$ cat src/rtl/abr_pkg.sv
// abr_pkg: shared types and codes for the bubble adaptive route compute unit
// holds port and channel codes, the candidate list entry and queue status
// no dependencies
package abr_pkg;

    // output port codes
    localparam logic [2:0] PORT_LOCAL = 3'd0;
    localparam logic [2:0] PORT_XP    = 3'd1;
    localparam logic [2:0] PORT_XM    = 3'd2;
    localparam logic [2:0] PORT_YP    = 3'd3;
    localparam logic [2:0] PORT_YM    = 3'd4;

    // virtual channel codes
    localparam logic [2:0] CH_ADAPT     = 3'd1;
    localparam logic [2:0] CH_DOR_REPLY = 3'd2;
    localparam logic [2:0] CH_DOR_REQ   = 3'd3;

    // input channel value that marks an adaptive channel
    localparam logic [1:0] IN_CH_ADAPT = 2'd1;

    // configuration register indexes
    localparam logic CFG_MISROUTE_EN = 1'b0;
    localparam logic CFG_LOCAL_PORT  = 1'b1;

    // result tuser bit positions
    localparam int M_TUSER_EMPTY = 0;
    localparam int M_TUSER_ERROR = 1;

    localparam int MAX_CANDS = 4;

    // one candidate pair
    typedef struct packed {
        logic [2:0] chan;
        logic [2:0] port;
    } cand_t;

    // classified header: full candidate list ready for the back end
    typedef struct packed {
        cand_t [MAX_CANDS-1:0] cand;
        logic [1:0]            last_idx;
        logic                  list_empty;
        logic                  route_error;
    } route_list_t;

    // queue status seen by front and back
    typedef struct packed {
        logic full;
        logic empty;
    } q_status_t;

endpackage

$ cat src/rtl/abr_front.sv
// abr_front: accepts headers and classifies them into a candidate list
// depends on abr_pkg; feeds abr_queue
module abr_front #(
    parameter int OFFSET_BITS = 7
) (
    input  logic                     s_tvalid,
    output logic                     s_tready,
    input  logic [OFFSET_BITS-1:0]   offset_x,
    input  logic [OFFSET_BITS-1:0]   offset_y,
    input  logic                     misroute_x,
    input  logic                     misroute_y,
    input  logic                     is_request,
    input  logic                     last_misrouted,
    input  logic [2:0]               in_direction,
    input  logic [1:0]               in_channel,
    input  logic [7:0]               bubble_ready,
    input  logic [2:0]               random_bits,
    input  logic                     misroute_enable,
    input  logic [2:0]               local_port_number,
    input  abr_pkg::q_status_t       q_status,
    output logic                     push,
    output abr_pkg::route_list_t     list_o
);

    logic [OFFSET_BITS-1:0] ax, ay, thr;
    logic gtx, gty, eqx, eqy, zx, zy;
    logic [2:0] px, py;

    // accept whenever the queue has room
    assign s_tready = !q_status.full;
    assign push     = s_tvalid && s_tready;

    // magnitudes and threshold compares
    assign ax  = offset_x[OFFSET_BITS-1] ? (~offset_x + 1'b1) : offset_x;
    assign ay  = offset_y[OFFSET_BITS-1] ? (~offset_y + 1'b1) : offset_y;
    assign thr = {{(OFFSET_BITS-1){1'b0}}, ~misroute_enable};
    assign gtx = ax > thr;
    assign gty = ay > thr;
    assign eqx = ax == thr;
    assign eqy = ay == thr;
    assign zx  = ax == '0;
    assign zy  = ay == '0;
    assign px  = (!offset_x[OFFSET_BITS-1] && !zx) ? abr_pkg::PORT_XP : abr_pkg::PORT_XM;
    assign py  = (!offset_y[OFFSET_BITS-1] && !zy) ? abr_pkg::PORT_YP : abr_pkg::PORT_YM;

    // build the ordered candidate list
    always_comb begin : classify
        logic [2:0] n;
        logic       dir_x, dir_y, xfirst, have, ok, err, chk, y_mis_first;
        logic [2:0] np, dor_ch;
        logic [3:0] bub_sel;
        logic [1:0] bidx;
        logic       do_y, flag, az, plus_first;
        logic [2:0] pp, pm;

        list_o  = '0;
        n       = 3'd0;
        dir_x   = (in_direction == abr_pkg::PORT_XP) || (in_direction == abr_pkg::PORT_XM);
        dir_y   = (in_direction == abr_pkg::PORT_YP) || (in_direction == abr_pkg::PORT_YM);
        dor_ch  = is_request ? abr_pkg::CH_DOR_REQ : abr_pkg::CH_DOR_REPLY;
        bub_sel = is_request ? bubble_ready[3:0] : bubble_ready[7:4];
        err     = 1'b0;
        ok      = 1'b0;
        chk     = 1'b0;

        // adaptive channels
        xfirst = last_misrouted ? dir_y : random_bits[0];
        if (xfirst) begin
            if (gtx) begin
                list_o.cand[n[1:0]] = '{chan: abr_pkg::CH_ADAPT, port: px};
                n = n + 3'd1;
            end
            if (gty) begin
                list_o.cand[n[1:0]] = '{chan: abr_pkg::CH_ADAPT, port: py};
                n = n + 3'd1;
            end
        end else begin
            if (gty) begin
                list_o.cand[n[1:0]] = '{chan: abr_pkg::CH_ADAPT, port: py};
                n = n + 3'd1;
            end
            if (gtx) begin
                list_o.cand[n[1:0]] = '{chan: abr_pkg::CH_ADAPT, port: px};
                n = n + 3'd1;
            end
        end

        // dimension-order candidate under the bubble condition
        have = gtx || (eqx && gty);
        np   = gtx ? px : py;
        if (have) begin
            if (in_direction == abr_pkg::PORT_LOCAL || in_channel == abr_pkg::IN_CH_ADAPT) begin
                chk = 1'b1;
            end else if (in_direction == np) begin
                ok = 1'b1;
            end else if (np == abr_pkg::PORT_XP || np == abr_pkg::PORT_XM) begin
                err = 1'b1;
            end else begin
                chk = 1'b1;
            end
        end
        bidx = 2'(np - 3'd1);
        if (chk) begin
            ok = bub_sel[bidx];
        end
        if (ok) begin
            list_o.cand[n[1:0]] = '{chan: dor_ch, port: np};
            n = n + 3'd1;
        end

        // misroute pairs
        y_mis_first = dir_x || (in_direction == abr_pkg::PORT_LOCAL);
        for (int i = 0; i < 2; i++) begin
            do_y       = y_mis_first ? (i == 0) : (i == 1);
            flag       = do_y ? misroute_y : misroute_x;
            az         = do_y ? zy : zx;
            plus_first = do_y ? random_bits[1] : random_bits[2];
            pp         = do_y ? abr_pkg::PORT_YP : abr_pkg::PORT_XP;
            pm         = do_y ? abr_pkg::PORT_YM : abr_pkg::PORT_XM;
            if (flag && az && n <= 3'd2) begin
                list_o.cand[n[1:0]] = '{chan: abr_pkg::CH_ADAPT, port: plus_first ? pp : pm};
                n = n + 3'd1;
                list_o.cand[n[1:0]] = '{chan: abr_pkg::CH_ADAPT, port: plus_first ? pm : pp};
                n = n + 3'd1;
            end
        end

        // arrival, forbidden turn and empty list each give a lone result
        if (eqx && eqy) begin
            list_o = '0;
            list_o.cand[0] = '{chan: local_port_number, port: abr_pkg::PORT_LOCAL};
        end else if (err) begin
            list_o = '0;
            list_o.route_error = 1'b1;
            list_o.list_empty  = 1'b1;
        end else if (n == 3'd0) begin
            list_o = '0;
            list_o.list_empty = 1'b1;
        end else begin
            list_o.last_idx = 2'(n - 3'd1);
        end
    end

endmodule

$ cat src/rtl/abr_queue.sv
// abr_queue: two-entry queue of classified candidate lists
// depends on abr_pkg; sits between abr_front and abr_back
module abr_queue (
    input  logic                  aclk,
    input  logic                  aresetn,
    input  logic                  push,
    input  abr_pkg::route_list_t  push_data,
    input  logic                  pop,
    output abr_pkg::route_list_t  head,
    output abr_pkg::q_status_t    status
);

    logic                 wr_ptr_reg, wr_ptr_next;
    logic                 rd_ptr_reg, rd_ptr_next;
    logic [1:0]           count_reg, count_next;
    abr_pkg::route_list_t mem [2];

    assign status.full  = count_reg == 2'd2;
    assign status.empty = count_reg == 2'd0;
    assign head         = mem[rd_ptr_reg];

    // pointer and fill count
    always_comb begin
        wr_ptr_next = push ? ~wr_ptr_reg : wr_ptr_reg;
        rd_ptr_next = pop  ? ~rd_ptr_reg : rd_ptr_reg;
        count_next  = count_reg + {1'b0, push} - {1'b0, pop};
    end

    always_ff @(posedge aclk) begin
        if (!aresetn) begin
            wr_ptr_reg <= 1'b0;
            rd_ptr_reg <= 1'b0;
            count_reg  <= 2'd0;
        end else begin
            wr_ptr_reg <= wr_ptr_next;
            rd_ptr_reg <= rd_ptr_next;
            count_reg  <= count_next;
        end
    end

    // storage
    always_ff @(posedge aclk) begin
        if (push) begin
            mem[wr_ptr_reg] <= push_data;
        end
    end

endmodule

$ cat src/rtl/abr_back.sv
// abr_back: walks the queue head list and sends one candidate per transfer
// depends on abr_pkg; reads abr_queue, drives the result channel register
module abr_back (
    input  logic                  aclk,
    input  logic                  aresetn,
    input  abr_pkg::route_list_t  head,
    input  abr_pkg::q_status_t    q_status,
    output logic                  pop,
    output logic                  m_tvalid,
    input  logic                  m_tready,
    output logic [7:0]            m_tdata,
    output logic [1:0]            m_tuser,
    output logic                  m_tlast
);

    logic [1:0]     idx_reg, idx_next;
    logic           m_tvalid_reg, m_tvalid_next;
    abr_pkg::cand_t cand_reg, cand_next;
    logic [1:0]     user_reg, user_next;
    logic           last_reg, last_next;
    logic           load, fire, is_last;

    // output register loads when empty or being drained
    assign load    = !m_tvalid_reg || m_tready;
    assign fire    = load && !q_status.empty;
    assign is_last = idx_reg == head.last_idx;
    assign pop     = fire && is_last;

    always_comb begin
        idx_next      = idx_reg;
        m_tvalid_next = m_tvalid_reg;
        cand_next     = cand_reg;
        user_next     = user_reg;
        last_next     = last_reg;
        if (load) begin
            m_tvalid_next = fire;
        end
        if (fire) begin
            cand_next = head.cand[idx_reg];
            user_next[abr_pkg::M_TUSER_EMPTY] = head.list_empty;
            user_next[abr_pkg::M_TUSER_ERROR] = head.route_error;
            last_next = is_last;
            idx_next  = is_last ? 2'd0 : idx_reg + 2'd1;
        end
    end

    // control state
    always_ff @(posedge aclk) begin
        if (!aresetn) begin
            idx_reg      <= 2'd0;
            m_tvalid_reg <= 1'b0;
        end else begin
            idx_reg      <= idx_next;
            m_tvalid_reg <= m_tvalid_next;
        end
    end

    // payload
    always_ff @(posedge aclk) begin
        cand_reg <= cand_next;
        user_reg <= user_next;
        last_reg <= last_next;
    end

    assign m_tvalid = m_tvalid_reg;
    assign m_tdata  = {2'b00, cand_reg.chan, cand_reg.port};
    assign m_tuser  = user_reg;
    assign m_tlast  = last_reg;

endmodule

$ cat src/rtl/bubble_adaptive_route_compute_unit.sv
// bubble_adaptive_route_compute_unit: route computation for a 2D torus router input
// top level; instantiates abr_front, abr_queue and abr_back, uses abr_pkg
//
// Usage:
//   A header enters on the s_ channel; each candidate (port, channel) pair
//   leaves as one transfer on the m_ channel, m_tlast on the final one.
//   Arrival, an empty list and a forbidden X turn each give one lone
//   transfer with the flags in m_tuser.
//   Configuration: cfg_we/cfg_index/cfg_wdata write misroute_enable (0)
//   or local_port_number (1), taken on any edge with cfg_we high out of reset.
// Path: headers go into the list queue; results leave from the output register.
// Throughput: a header has 1 to 4 results; while m_tready is high,
//   the back end sends one candidate per cycle from the queue head.
//   The front end classifies a header combinationally and takes a new one
//   every cycle while the two-entry list queue has room.
// Reset: aresetn low clears the queue, output valid and both registers.
// Stall: with m_tready low the result holds; the queue fills and then
//   s_tready drops.
module bubble_adaptive_route_compute_unit #(
    parameter int OFFSET_BITS = 7
) (
    input  logic aclk,
    input  logic aresetn,
    input  logic s_tvalid,
    output logic s_tready,
    // offset_x, offset_y, misroute_x, misroute_y, last_misrouted,
    // in_direction, in_channel, bubble_ready, random_bits, zero fill
    input  logic [((2*OFFSET_BITS+19+7)/8)*8-1:0] s_tdata,
    // is_request
    input  logic s_tuser,
    output logic m_tvalid,
    input  logic m_tready,
    // out_port, out_channel, zero fill
    output logic [7:0] m_tdata,
    // list_empty, route_error
    output logic [1:0] m_tuser,
    output logic m_tlast,
    input  logic cfg_we,
    input  logic cfg_index,
    input  logic [2:0] cfg_wdata
);

    localparam int OB = OFFSET_BITS;
    localparam int MX_POS  = 2*OB;
    localparam int MY_POS  = 2*OB + 1;
    localparam int LM_POS  = 2*OB + 2;
    localparam int DIR_POS = 2*OB + 3;
    localparam int CH_POS  = 2*OB + 6;
    localparam int BUB_POS = 2*OB + 8;
    localparam int RND_POS = 2*OB + 16;

    logic                 misroute_enable_reg;
    logic [2:0]           local_port_number_reg;
    abr_pkg::q_status_t   q_status;
    abr_pkg::route_list_t list_in, list_head;
    logic                 push, pop;

    // configuration registers
    always_ff @(posedge aclk) begin
        if (!aresetn) begin
            misroute_enable_reg   <= 1'b0;
            local_port_number_reg <= 3'd0;
        end else if (cfg_we) begin
            case (cfg_index)
                abr_pkg::CFG_MISROUTE_EN: misroute_enable_reg   <= cfg_wdata[0];
                abr_pkg::CFG_LOCAL_PORT:  local_port_number_reg <= cfg_wdata;
                default: ;
            endcase
        end
    end

    abr_front #(
        .OFFSET_BITS(OFFSET_BITS)
    ) u_front (
        .s_tvalid          (s_tvalid),
        .s_tready          (s_tready),
        .offset_x          (s_tdata[OB-1:0]),
        .offset_y          (s_tdata[2*OB-1:OB]),
        .misroute_x        (s_tdata[MX_POS]),
        .misroute_y        (s_tdata[MY_POS]),
        .is_request        (s_tuser),
        .last_misrouted    (s_tdata[LM_POS]),
        .in_direction      (s_tdata[DIR_POS+2:DIR_POS]),
        .in_channel        (s_tdata[CH_POS+1:CH_POS]),
        .bubble_ready      (s_tdata[BUB_POS+7:BUB_POS]),
        .random_bits       (s_tdata[RND_POS+2:RND_POS]),
        .misroute_enable   (misroute_enable_reg),
        .local_port_number (local_port_number_reg),
        .q_status          (q_status),
        .push              (push),
        .list_o            (list_in)
    );

    abr_queue u_queue (
        .aclk      (aclk),
        .aresetn   (aresetn),
        .push      (push),
        .push_data (list_in),
        .pop       (pop),
        .head      (list_head),
        .status    (q_status)
    );

    abr_back u_back (
        .aclk     (aclk),
        .aresetn  (aresetn),
        .head     (list_head),
        .q_status (q_status),
        .pop      (pop),
        .m_tvalid (m_tvalid),
        .m_tready (m_tready),
        .m_tdata  (m_tdata),
        .m_tuser  (m_tuser),
        .m_tlast  (m_tlast)
    );

endmodule

$ cat config.mk
export PLATFORM = sky130hd
export DESIGN_NAME = bubble_adaptive_route_compute_unit
export DESIGN_NICKNAME = d
export VERILOG_FILES = /design/src/rtl/abr_pkg.sv /design/src/rtl/abr_front.sv /design/src/rtl/abr_queue.sv /design/src/rtl/abr_back.sv /design/src/rtl/bubble_adaptive_route_compute_unit.sv
export SDC_FILE = /design/constraint.sdc
export NUM_CORES = 1
export LEC_CHECK = 0
export ABC_CLOCK_PERIOD_IN_PS = 9100
export BUFFER_PORTS_ARGS = -buffer_cell sky130_fd_sc_hd__buf_2
export CAP_MARGIN = 0
export CORE_AREA = 8 8 104 106
export CTS_CLUSTER_DIAMETER = 50
export DETAILED_ROUTE_END_ITERATION = 6
export DIE_AREA = 0 0 112 114
export GPL_TIMING_DRIVEN = 0
export PLACE_DENSITY = 0.72
export SYNTH_ARGS = -nofsm -noshare
export SYNTH_HDL_FRONTEND = slang
export SYNTH_SLANG_ARGS = --single-unit
export TNS_END_PERCENT = 100
$ cat constraint.sdc
create_clock -name aclk -period 9.1 [get_ports aclk]
set_input_delay 0.91 -clock aclk [delete_from_list [all_inputs] [get_ports aclk]]
set_output_delay 0.91 -clock aclk [all_outputs]
set_load 0.02 [all_outputs]
* Word level (Yosys, flattened, before mapping)
Memories as Yosys holds them, arrays and structs flattened. A register that Yosys moved wholly into a read port is not among the register bits. Index checks and enable logic that the tools add are counted.
Storage, ports and cells: output and inout bits 13, register bits 20, input port bits 50, word-level logic and storage cells 193, memories 1, bits in writable memories 56
Operators by class: $add $sub $neg 14, bitwise operators 6, equal/unequal tests 12, reduce and logical (&&, ||, !) cells 39, magnitude comparators 20, mux-type cells 90
Memory list:
- u_queue.mem | words 2, bits a word 28, read ports 1, clocked after memory_dff 1, write ports 1, line abr_queue.sv:16 | abr_pkg::route_list_t mem [2];
Operator list (count):
- 24-bit bitwise mux | 7
- 24-bit two-way mux | 7
- 6-bit demux with 2-bit select | 7
- 6-bit two-way mux | 10
- 28-bit two-way mux | 2
- 3-bit two-way mux | 16
- 1-bit two-way mux | 28
- 2-bit by 3-bit < comparator with 1-bit output (second input constant) | 9
- 3-bit by 1-bit adder with 3-bit output (second input constant) | 7
- 1-bit logical AND | 18
- 7-bit by 1-bit adder with 7-bit output (second input constant) | 2
- 7-bit by 1-bit == test with 1-bit output | 2
- 2-bit by 1-bit greater-or-equal comparator with 1-bit output (second input constant) | 7
- 7-bit by 1-bit greater-than comparator with 1-bit output | 2
- 7-bit zero test | 2
- 7-bit two-way mux | 2
- 7-bit NOT | 2
- 6-bit binary-select mux with 2-bit select | 1
- 2-bit two-way mux | 6
- 4-bit two-way mux | 3
- 3-bit by 2-bit == test with 1-bit output (second input constant) | 3
- 1-bit zero test | 7
- 1-bit logical OR | 7
- 3-bit by 1-bit == test with 1-bit output (second input constant) | 2
- other kinds (15) | 22

* Longest topological paths before layout
depth in word-level cells 29, gate-level depth with buffers 28, mapped depth without buffers 23

* Hierarchy
A second synthesis with hierarchy kept.
Unflattened totals: cell total of the unflattened synthesis 527, area, all modules 5376.4 um^2
Modules (own cells, without submodules):
- abr_queue | times used 1, cells an instance 108, area each 2348.5 um^2, sequential area each 1781.7 um^2
- abr_front | times used 1, cells an instance 359, area each 2240.9 um^2, sequential area each 0.0 um^2
- abr_back | times used 1, cells an instance 43, area each 630.6 um^2, sequential area each 330.3 um^2
- bubble_adaptive_route_compute_unit | times used 1, cells an instance 17, area each 156.4 um^2, sequential area each 80.1 um^2

* Worst setup path after synthesis
OpenSTA, ideal clock, no wires.
path kind input to register, from input s_tdata[0], to memory u_queue.mem[0][4] in the netlist's numbering (data pin), library setup time 0.203 ns, required time 8.897 ns, buffers on the path 3, stages on the path 26, path slack 3.456 ns, data arrival time 5.440 ns, cell sequence inv_1 ha_1 nor3b_2 a21oi_1 o32a_4 nor3_4 inv_4 a32oi_2 inv_1 nand2_1 inv_2 fa_1 nand2_1 o211a_1 buf_2 nand2_1 and3_1 clkbuf_1 a21oi_1 nor2_1 ha_1 nand2_1 o21bai_1 or2_1 buf_6 a2111oi_2
RTL lines:
- start, declared | line bubble_adaptive_route_compute_unit.sv:28 | input logic [((2*OFFSET_BITS+19+7)/8)*8-1:0] s_tdata,
- end, declared | line abr_queue.sv:16

==> out/metrics.cfg <==
[run_status]
outcome=finished, final reports clean

[routing]
via_count_normalized_by_instance_count=6.02
first_pass_iters=5
drt_iter0_drc=332
totalWireLength_um=11900
post_drt_wl_per_cell_um=17.9
drc=0
route.vias.total=4006
antenna_violating_nets_post_route=0

[global_routing]
grt_start_max_net_pins=26
grt_pass1_wl_um=19300
grt.overflow.total=0
gr-usage-all-layers=0.188
grt_antenna_before_repair=0
first_global_vias=3931

[power]
power-per-cell-area_nw_per_um2=209
power.combinational.fraction=0.365
total_leakage_power_nw=2.15
switching_share=0.325
power_switching_mw=0.379
pwr-share-seq=0.390
power_report.internal_total_mw=0.789
total_power_mw=1.17
pwr-share-clk=0.245
maximum_ir_drop_on_the_vdd_rail_mv=0.119

[worst_setup_path]
reg2reg_capture_point=u_queue.mem[0][5]
cp_slowest_cell=fa_1
crit_buf_inv=9
critPathArrivalTime_ps=6580
worst_path_dominant_cell_family=compound AO/OA/AOI/OAI gates
worst_path_most_repeated_cell=nand2_1
r2r-start=misroute_enable_reg
slowest_delay_ps=650
crit_path_end_kind=flop
crit_required_ps=9230
cp_num_cells=27
timing.reg2reg.setup_slack_ps=3250
crit_fanout=10
worstSetupPathType=in2reg
worst-r2r-cell-count=25
critPathLaunchType=input pin
worst_setup_path_start=s_tdata[0]
timing.critical_path.to=u_queue.mem[0][5]

[cts]
cts_made_buffers=9
clk_tree_root_cell=clkbuf_8
ctsHtreeMaxLevel=3
cts_tree=built
postCtsResizedCells=0
cts_setup_buffers=0
postCtsHoldBufs=0
clockBufferDepth=2
cts_num_sinks=71
clk_pin_slew_ps=70
insertion_delay_ps=340

[timing]
timing.clock.skew_ps=10.0
worst_slew_margin_rel=0.268
worstMarginPinSlew_ps=1100
grt_setup_unrepaired=no
max_clock_freq_mhz=155
finalMaxSlewViolations=0
layout_min_cycle_time_ps=6460
setup_viol=0
hold_viol=0
fin_tns_setup_ps=0
crit_share_post_route=0.709

[final_layout]
largest_register_ffs=50
areaGrowthSynthToFinish_pct=13.2
core_utilization_of_the_finished_layout=0.612
num_antenna_cells=0
design.final.nets=613
final_layout_size_suffix_gt1_frac=0.238

[yosys]
postSynth.topFlopCell=edfxtp_1
proportion_of_netlist_area_held_by_the_largest_area_contributor=0.360
synth.cell_area_um2=4930
synthTopCellsByArea=edfxtp_1, dfxtp_1, mux4_2
synth-edff-count=59
syn_inst=487
avgSynthCellArea_um2=10.1
synth_top_area_cell=edfxtp_1
ys_seq_area_frac=0.408
yosys.cell_types.count=88
ys.warnings.count=0
async_reset_ff_frac=0
synth_seq_cells=71
most_instantiated_library_cell_after_synthesis=edfxtp_1
synth_common_cells=edfxtp_1, nand2_1, nor2_1, a21oi_1, inv_1

[place]
routability_congestion_estimate=0.932
numPortBuffers=50
dp_hpwl_um=9390

[hold_path]
timing.hold.worst_path_depth=2
hold_path_class=reg2reg

[floorplan]
initial_cell_density_of_the_core=0.541
core.rowCount=35
die_w_um=112
floorplan.die_area_um2=12800
die_height_um=114
core-area_um2=9110
ioPinCount=63

[flow_run]
cap_viol_max_count=0

==> cells in the final DEF, fill, tap and decap left out, drive strengths merged, types with 5 or more instances in the layout <==
cell,instances
inv,27
buf,62
edfxtp,59
o211ai,7
nand2,54
mux4,10
nor2b,8
and2,7
dfxtp,12
a31oi,6
ha,12
nor2,37
clkbuf,25
o21ai,22
a21boi,5
o221ai,5
nor3b,5
o21a,6
a21oi,31
mux2i,14
nand2b,7
nor3,20
and3,8
nand3,16
xnor2,12
==> worst min-delay path by stage <==
stage | from | to | slack, ps
global route | local_port_number_reg[2] | local_port_number_reg[2] | 490
CTS | local_port_number_reg[2] | local_port_number_reg[2] | 470
floorplan | local_port_number_reg[2] | local_port_number_reg[2] | 440
finish | local_port_number_reg[2] | local_port_number_reg[2] | 470
detailed placement | local_port_number_reg[2] | local_port_number_reg[2] | 460
global placement | local_port_number_reg[2] | local_port_number_reg[2] | 460
==> worst register-to-register path, stage by stage, from the launching register on <==
cell and delay, ps:
dfxtp_1 310, inv_1 80, ha_1 310, nor4b_1 360
xor2_1 110, nand2b_1 100, or3b_1 400, a32oi_2 350
inv_1 180, nand2_1 130, inv_2 110, fa_1 650
nand2_1 100, o211a_1 110, buf_2 200, a211oi_4 330
nand2_1 290, inv_2 200, nor2_1 70, ha_1 180
nand2_1 70, o21bai_1 110, or2_1 260, buf_6 150
buf_2 180, a21oi_1 280
==> layer usage <==
metal	up-vias	wire length (um)	GRT usage
li1	1959	-	-
met1	1898	5160	0.224
met2	127	5900	0.328
met3	22	562	0.0349
met4	0	278	0.0773
met5	-	0	0
==> metrics by stage <==
step	hold WS, ps	cell area, um^2	cells	setup WS, ps
floorplan	439	4930	488	3460
global placement	457	5320	649	2360
detailed placement	458	5340	650	2360
CTS	468	5580	666	2690
global route	486	5580	666	2150
finish	466	5580	666	2640
==> cell families (layout without fill, tap and decap cells) <==
logic type               Yosys count  count (layout)  share of synthesized area
XOR/XNOR                          14              14                     0.0249
other                              1               2                   0.000761
adder cells (fa/ha/maj)           13              13                     0.0345
AND/OR/NAND/NOR                  175             175                      0.180
flip-flops                        71              71                      0.408
AO/OA/AOI/OAI                    132             132                      0.208
multiplexers                      28              28                     0.0833
buffers and inverters             53             120                     0.0594
==> cell type report <==
type                       count  area [um^2]
fill                         753         3530
multi-input combinational    364         2630
sequential                    71         2010
timing repair buffer          51          265
buffer                        26          189
clock buffer                  11          163
tap                          111          139
inverter                      27          104
clock inverter                 5         77.6
==> power groups by stage <==
stage	Combinational, mW	Sequential, mW	Clock [mW]
after floorplan	0.288	0.486	0
after global placement	0.414	0.461	0
after detailed placement	0.427	0.462	0
after CTS	0.430	0.456	0.289
after global routing	0.470	0.460	0.303
final	0.427	0.455	0.286
Note: power is estimated with default switching activity, not from simulation.
